**src/hdl/qvr_pkg.sv**
```systemverilog
package qvr_pkg;

    // Quaternion fraction bits (Q2.14 by default).
    localparam int QUAT_FRAC_BITS = 14;

    localparam int COMP_W  = 16;     // vector and quaternion components
    localparam int IQ_W    = 33;     // stage-one quaternion parts, exact
    localparam int PROD_W  = 49;     // stage-two products, exact
    localparam int HALF_W  = 50;     // difference of two stage-two products
    localparam int RND_W   = 64;     // rounding adder, covers shifts up to 60
    localparam int RND_SH  = 2 * QUAT_FRAC_BITS;

    localparam logic signed [RND_W-1:0] RND_HALF =
        RND_W'(64'sd1 <<< (RND_SH - 1));
    localparam logic signed [RND_W-1:0] SAT_MAX = RND_W'(64'sd32767);
    localparam logic signed [RND_W-1:0] SAT_MIN = -RND_W'(64'sd32768);

    typedef struct packed {
        logic signed [COMP_W-1:0] z;
        logic signed [COMP_W-1:0] y;
        logic signed [COMP_W-1:0] x;
    } t_vec;

    typedef struct packed {
        logic signed [COMP_W-1:0] z;
        logic signed [COMP_W-1:0] y;
        logic signed [COMP_W-1:0] x;
        logic signed [COMP_W-1:0] w;
    } t_quat;

    typedef struct packed {
        logic signed [IQ_W-1:0] w;
        logic signed [IQ_W-1:0] z;
        logic signed [IQ_W-1:0] y;
        logic signed [IQ_W-1:0] x;
    } t_iquat;

    // Each output component is hN0 + hN1, still at scale 2^(2*frac).
    typedef struct packed {
        logic signed [HALF_W-1:0] z1;
        logic signed [HALF_W-1:0] z0;
        logic signed [HALF_W-1:0] y1;
        logic signed [HALF_W-1:0] y0;
        logic signed [HALF_W-1:0] x1;
        logic signed [HALF_W-1:0] x0;
    } t_halves;

    // Pipeline control shared by the stage modules.
    typedef struct packed {
        logic en;      // whole pipeline advances
        logic valid;   // beat entering the stage
    } t_pipe_ctl;

endpackage

```
**src/hdl/qvr_round.sv**
```systemverilog
// Final add, round half up, saturate; this is the output register.
module qvr_round
    import qvr_pkg::*;
(
    input  logic      i_clk,
    input  logic      i_rst_n,
    input  t_pipe_ctl i_ctl,
    input  t_halves   i_halves,
    output logic      o_valid,
    output t_vec      o_rot,
    output logic      o_clip
);

    logic signed [RND_W-1:0] sum_x;
    logic signed [RND_W-1:0] sum_y;
    logic signed [RND_W-1:0] sum_z;
    logic signed [RND_W-1:0] s_x;
    logic signed [RND_W-1:0] s_y;
    logic signed [RND_W-1:0] s_z;
    logic [2:0]              clip_c;
    t_vec                    n_rot;
    t_vec                    r_rot;
    logic                    r_clip;
    logic                    r_valid;

    always_comb begin
        sum_x = RND_W'(i_halves.x0) + RND_W'(i_halves.x1) + RND_HALF;
        sum_y = RND_W'(i_halves.y0) + RND_W'(i_halves.y1) + RND_HALF;
        sum_z = RND_W'(i_halves.z0) + RND_W'(i_halves.z1) + RND_HALF;
        s_x = sum_x >>> RND_SH;
        s_y = sum_y >>> RND_SH;
        s_z = sum_z >>> RND_SH;
    end

    always_comb begin
        clip_c = '0;
        if (s_x > SAT_MAX) begin
            n_rot.x = 16'sh7fff;
            clip_c[0] = 1'b1;
        end else if (s_x < SAT_MIN) begin
            n_rot.x = 16'sh8000;
            clip_c[0] = 1'b1;
        end else begin
            n_rot.x = s_x[COMP_W-1:0];
        end
        if (s_y > SAT_MAX) begin
            n_rot.y = 16'sh7fff;
            clip_c[1] = 1'b1;
        end else if (s_y < SAT_MIN) begin
            n_rot.y = 16'sh8000;
            clip_c[1] = 1'b1;
        end else begin
            n_rot.y = s_y[COMP_W-1:0];
        end
        if (s_z > SAT_MAX) begin
            n_rot.z = 16'sh7fff;
            clip_c[2] = 1'b1;
        end else if (s_z < SAT_MIN) begin
            n_rot.z = 16'sh8000;
            clip_c[2] = 1'b1;
        end else begin
            n_rot.z = s_z[COMP_W-1:0];
        end
    end

    always_ff @(posedge i_clk) begin
        if (!i_rst_n) begin
            r_valid <= 1'b0;
        end else if (i_ctl.en) begin
            r_valid <= i_ctl.valid;
        end
    end

    always_ff @(posedge i_clk) begin
        if (i_ctl.en) begin
            r_rot  <= n_rot;
            r_clip <= |clip_c;
        end
    end

    assign o_valid = r_valid;
    assign o_rot   = r_rot;
    assign o_clip  = r_clip;

endmodule

```
**config.mk**
```make
export PLATFORM = sky130hd
export DESIGN_NAME = qvr_round
export DESIGN_NICKNAME = d
export VERILOG_FILES = /design/src/hdl/qvr_pkg.sv /design/src/hdl/qvr_round.sv
export SDC_FILE = /design/constraint.sdc
export NUM_CORES = 1
export LEC_CHECK = 0
export BUFFER_PORTS_ARGS = -buffer_cell sky130_fd_sc_hd__buf_2
export CAP_MARGIN = 20
export CORE_MARGIN = 4
export CORE_UTILIZATION = 59
export CTS_CLUSTER_DIAMETER = 30
export DETAILED_ROUTE_END_ITERATION = 8
export PLACE_DENSITY = 0.87
export SLEW_MARGIN = 5
export SYNTH_ARGS = -nofsm -noshare
export SYNTH_HDL_FRONTEND = slang
export SYNTH_SLANG_ARGS = --single-unit
```
**constraint.sdc**
```tcl
create_clock -name i_clk -period 6.7 [get_ports i_clk]
set_input_delay 1.34 -clock i_clk [delete_from_list [all_inputs] [get_ports i_clk]]
set_output_delay 1.34 -clock i_clk [all_outputs]
set_load 0.01 [all_outputs]
```
==> impl_metrics.toml, run 1 <==
[synth]
synth.area.top_cells = "ha_1 31%, edfxtp_1 13%, a21oi_1 6.5%, nand2_1 4.1%, a21o_1 3.9%"
syn_area_per_cell_um2 = 8.17
async_flop_share_pct = 0
ys.flop_type = "edfxtp_1"
yosysTopAreaCell = "ha_1"
ys_seq_area_share_pct = 12.8
syn_nets = 2030
synth_cell_types = 100
synth_top_area_share_pct = 31.5
netlist_area_um2 = 11700
synth_edf_count = 49
yosys_warnings = 0
ys_ff_latch = 50
syn_inst = 1432

[power_and_ir_drop]
switching_power_mw = 0.926
switching_share_pct = 44.6
p_int_mw = 1.15
ir_drop_uv = 128
clock_power_share_pct = 13.9
p_leak_nw = 6.76
power_frac_comb_pct = 65.2
totalPowerFinal_mw = 2.07
power_frac_seq_pct = 20.9
power_density_nw_per_um2 = 150

[clocking]
post_cts_buffers = 0
clock-sinks = 50
path_clk_slew_ns = 0.07
cts-root-buf = "clkbuf_16"
clock_path_buffers = 2
cts_buffers = 5
cts_hold_buf = 0
cts_tree = "yes"
htree_num_levels = 2
cts_resized = 0
clock_latency_ns = 0.29

[route]
drt_iter0_markers = 736
wl_per_cell_um = 17.0
postRouteAntennaNets = 0
remaining_drc_errors = 0
viasPerCell = 6.21
vias = 12613
first_pass_iters = 5
drt_wl_total_mm = 34.6

[final_layout]
drive_gt1_share_pct = 23.4
area_delta_synth_final_pct = 17.9
nFillCells = 1601
fin_nets = 2360

[floorplanning]
rows = 51
dieArea_um2 = 22100
coreArea_um2 = 19500
fp.dieW_um = 149
pin_count = 354
initial_core_util_pct = 60.1
die_height_um = 149

[grt]
grt_pass1_wl_mm = 54.6
antenna_found_initial = 2
grt_pass1_vias = 11899
grt_overflow_total = 0
grt_max_degree = 51
track_usage_pct = 29.2

[run_status]
status = "finished clean"

[placed_design]
port_buffers = 353
pre_cts_slack_ns = 1.16
place_congestion = 1.00
post-dp-hpwl_mm = 30.1

[sta]
finClkSkew_ns = 0
finalCriticalPeriod_ns = 5.25
rsz0062_at_grt = "false"
finalSetupTns_ns = 0
whs_ns = 0.573
fin_ws_ns = 1.45
hold_viol = 0
max_freq_mhz = 191
worstMarginPinSlew_ns = 0.927
slew_headroom_pct = 37.9
finalCritPeriodShare_pct = 78.3
finalSetupViolCount = 0
slew_viol_final = 0

[critical_path]
cp-end-kind = "register"
worstPathRequired_ns = 6.70
crit_type = "in -> reg"
crit_arrival_ns = 5.24
reg2reg_depth = 2
cp-start-kind = "input pin"
cp_max_fo = 15

[flow_run]
maxCapViolCount = 0

[worst_hold_path]
hold_path.class = "reg -> reg"
hold_path_depth = 2
-- synth_stat cells, drive strengths merged, types with 17 or more instances --
master and count:
o21ai 105, buf 18, xor2 26, nand2 131, o211ai 28, nand4 46
xnor2 30, a21o 62, inv 58, and2 17, nand3 54, a211oi 21
nor2 71, a21oi 153, nor3 33, ha 294, edfxtp 49
-- sequential cells by signal (all words and copies together), names as in the netlist --
signal and cells:
o_clip 1, o_rot 48, o_valid 1
-- power groups by stage --
stage / combinational, mW / clock, mW / sequential (mW)
floorplan: 0.918 / 0 / 0.466
global placement: 1.30 / 0 / 0.439
detailed placement: 1.32 / 0 / 0.440
CTS: 1.33 / 0.291 / 0.434
global route: 1.50 / 0.306 / 0.437
finish: 1.35 / 0.288 / 0.433
-- cells by family (layout without fill, tap and decap cells) --
family / count (synthesis) / in the layout / synth area share [%]
AOI/OAI and AO/OA: 502 / 502 / 28.5
and+or+nand+nor: 433 / 433 / 18.9
adders and majority gates: 294 / 294 / 31.5
buffers and inverters: 92 / 423 / 3.64
xor gates and xnor gates: 56 / 56 / 4.26
DFF: 50 / 50 / 12.8
muxes: 5 / 5 / 0.449
other: 0 / 3 / 0
-- cell type report --
class / count / area [µm²] / share of cell area, %
diodes: 3 / 7.51 / 0.0544
well taps: 265 / 332 / 2.40
clock inverters: 2 / 37.5 / 0.272
clock buffers: 6 / 129 / 0.935
flip-flops and latches: 50 / 1490 / 10.8
multi-input cells: 1290 / 9780 / 70.9
inverters: 58 / 218 / 1.58
repair buffers: 357 / 1800 / 13.0
-- through the flow --
step	util, %	instances	instance area (µm²)
5_1_grt	70.8	2030	13800
3_5_place_dp	70.0	2020	13600
3_3_place_gp	70.0	2020	13600
4_1_cts	70.8	2028	13800
2_1_floorplan	-	1432	11700
6_report	70.8	2031	13800
-- routing by layer --
layer | vias to the layer above | wire, µm | GRT usage [%]
met5 | - | 0 | 0
met4 | 0 | 1190 | 10.1
met3 | 79 | 2530 | 2.89
met2 | 557 | 16500 | 51.8
met1 | 5751 | 14300 | 37.2
li1 | 6226 | - | -
-- placed cells by master, fill, tap and decap left out, types with 26 or more instances in the layout --
master and count:
ha_1 294, nand3_1 53, nand2_1 129, o211ai_1 28
o21ai_0 80, nor2_1 70, a21o_1 60, nand4_1 44
nor3_1 32, xor2_1 26, edfxtp_1 49, xnor2_1 29
a21oi_1 152, buf_2 353, inv_1 58
-- worst paths after layout --
check                        from                 endpoint  slack [ns]
min          o_valid$_SDFFE_PN0P_     o_valid$_SDFFE_PN0P_        0.57
min reg2reg  o_valid$_SDFFE_PN0P_     o_valid$_SDFFE_PN0P_        0.57
max                 i_halves[128]  o_rot[16]$_SDFFCE_PN1P_        1.45
max reg2reg  o_valid$_SDFFE_PN0P_     o_valid$_SDFFE_PN0P_        6.04
-- critical path, cell delays in order --
cell and delay [ns]:
buf_2 0.11, ha_1 0.29, ha_1 0.40, nand3_2 0.15, or4_4 0.55, a211o_1 0.29, and3_4 0.20, a211oi_2 0.32
mux2_2 0.40, a22oi_2 0.14, nand4b_2 0.18, o41ai_4 0.67, o21ai_0 0.20
No activity file was read; power rests on OpenSTA's default activity.
==> inputs of run 2 (changes only) <==
- CORE_UTILIZATION: 59 -> 54
- PLACE_DENSITY: 0.87 -> 0.8
- clock period: 6.7 -> 5.2 ns (I/O delays scaled with it)
==> run 2 against run 1 <==
Worst setup slack got worse by 0.96 ns. Die area up 8.7%. Global-route usage shrank 1.7 points. Clock skew stayed put. Cell count grew 1.4%. Clock power is 37% higher. Power rose by 31%. First-iteration DRC count fell by 3.7%. Sequential power is 28% higher. Largest power group unchanged. Highest routed layer unchanged.
==> impl_metrics.toml, run 2 (synthesis gave the netlist of run 1 again) <==
[worst_hold_path]
worstHoldStart = "o_valid$_SDFFE_PN0P_"
hold_path_depth = 2
hold_path.class = "reg -> reg"
whs_endpoint = "o_valid$_SDFFE_PN0P_"

[critical_path]
reg2reg_depth = 2
cp_max_fo = 15
cp-start-kind = "input pin"
crit_arrival_ns = 4.75
r2r-start = "o_valid$_SDFFE_PN0P_"
r2r_end = "o_valid$_SDFFE_PN0P_"
worstPathRequired_ns = 5.23
crit_type = "in -> reg"
reg2reg_setup_slack_ns = 4.61
cp-end-kind = "register"

[flow_run]
maxCapViolCount = 0

[clocking]
clock-sinks = 50
cts_tree = "yes"
clock_latency_ns = 0.30
htree_num_levels = 2
cts_buffers = 5
path_clk_slew_ns = 0.08
cts_resized = 0
cts_hold_buf = 0
cts-root-buf = "clkbuf_16"
clock_path_buffers = 2
post_cts_buffers = 0

[grt]
grt_pass1_vias = 11778
grt_max_degree = 51
grt_pass1_wl_mm = 55.8
grt_overflow_total = 0
track_usage_pct = 27.5
antenna_found_initial = 5

[sta]
hold_viol = 0
slew_headroom_pct = 53.3
slew_viol_final = 0
finalSetupViolCount = 0
finalCritPeriodShare_pct = 90.6
rsz0062_at_grt = "false"
max_freq_mhz = 212
worstMarginPinSlew_ns = 0.700
finClkSkew_ns = 0
finalCriticalPeriod_ns = 4.71
finalSetupTns_ns = 0

[floorplanning]
fp.dieW_um = 155
rows = 53
die_height_um = 155
coreArea_um2 = 21200
dieArea_um2 = 24100
initial_core_util_pct = 55.3
pin_count = 354

[final_layout]
largest_reg_flops = 48
stdcell_area_um2 = 13900
multiInputGateArea_um2 = 9780
fin_nets = 2377
drive_gt1_share_pct = 24.2
seqCellArea_um2 = 1490
stdcell_count = 2060
nFillCells = 1857
final_common_cell = "buf_2"
area_delta_synth_final_pct = 19.2
layout_common_cells = "353 x buf_2, 294 x ha_1, 152 x a21oi_1"

[power_and_ir_drop]
totalPowerFinal_mw = 2.71
power_density_nw_per_um2 = 195
ir_drop_uv = 132
p_leak_nw = 6.85

[run_status]
status = "finished clean"

[route]
first_pass_iters = 5
drt_iter0_markers = 709
vias = 12534
wl_per_cell_um = 17.0
drt_wl_total_mm = 35.0
viasPerCell = 6.08
remaining_drc_errors = 0
postRouteAntennaNets = 0

[placed_design]
post-dp-hpwl_mm = 30.7
placed_cell_area_um2 = 13800
place_congestion = 0.952
port_buffers = 353
place_inst = 2047
==> run 2: cell type report <==
class	instances	area share, %
Clock buffer	5	0.898
Sequential cell	50	10.7
Timing Repair Buffer	374	13.8
Multi-Input combinational cell	1290	70.1
Clock inverter	3	0.350
Tap cell	275	2.47
Inverter	58	1.56
Antenna cell	5	0.0898
==> run 2: worst max path at each step <==
stage	start	endpoint	slack, ns	depth (start not counted)
finish	i_halves[128]	o_rot[16]$_SDFFCE_PN1P_	0.49	14
detailed placement	i_halves[128]	o_rot[16]$_SDFFCE_PN1P_	0.21	14
global placement	i_halves[128]	o_rot[16]$_SDFFCE_PN1P_	0.27	14
floorplan	i_halves[128]	o_rot[29]$_SDFFCE_PN1P_	0.68	13
global route	i_halves[205]	o_rot[40]$_SDFFCE_PN1P_	0.31	13
CTS	i_halves[128]	o_rot[16]$_SDFFCE_PN1P_	0.52	14
==> run 2: metrics by stage <==
stage	setup WS (ns)	hold WS (ns)	util, %
floorplan	0.677	0.538	-
global route	0.306	0.603	65.9
finish	0.487	0.522	65.9
CTS	0.520	0.526	65.8
detailed placement	0.213	0.506	65.0
global placement	0.270	0.495	65.0
==> run 2: power breakdown <==
group,switching [mW],internal [mW],total [mW]
logic,1.03,0.728,1.76
registers,0.0199,0.536,0.556
clock network,0.165,0.231,0.396
total,1.22,1.50,2.71
==> run 2: critical path, stage by stage <==
cell and delay, ns:
buf_2 0.10, ha_1 0.28, ha_1 0.43, nand3_2 0.18
or4_4 0.57, a211o_1 0.32, and3_4 0.22, a211oi_2 0.29
mux2_2 0.41, a22oi_2 0.14, nand4b_2 0.17, o41ai_4 0.23
buf_4 0.24, o21ai_0 0.12
==> run 2: metal layers <==
layer  vias up  track usage [%]  share of wire (%)  wire length (µm)
li1       6286                -                  -                 -
met2       476             48.9                 48             16800
met1      5718             34.7                 42             14800
met5         -                0                  0                 0
met3        54             3.87                7.1              2470
met4         0             7.82                2.6               924
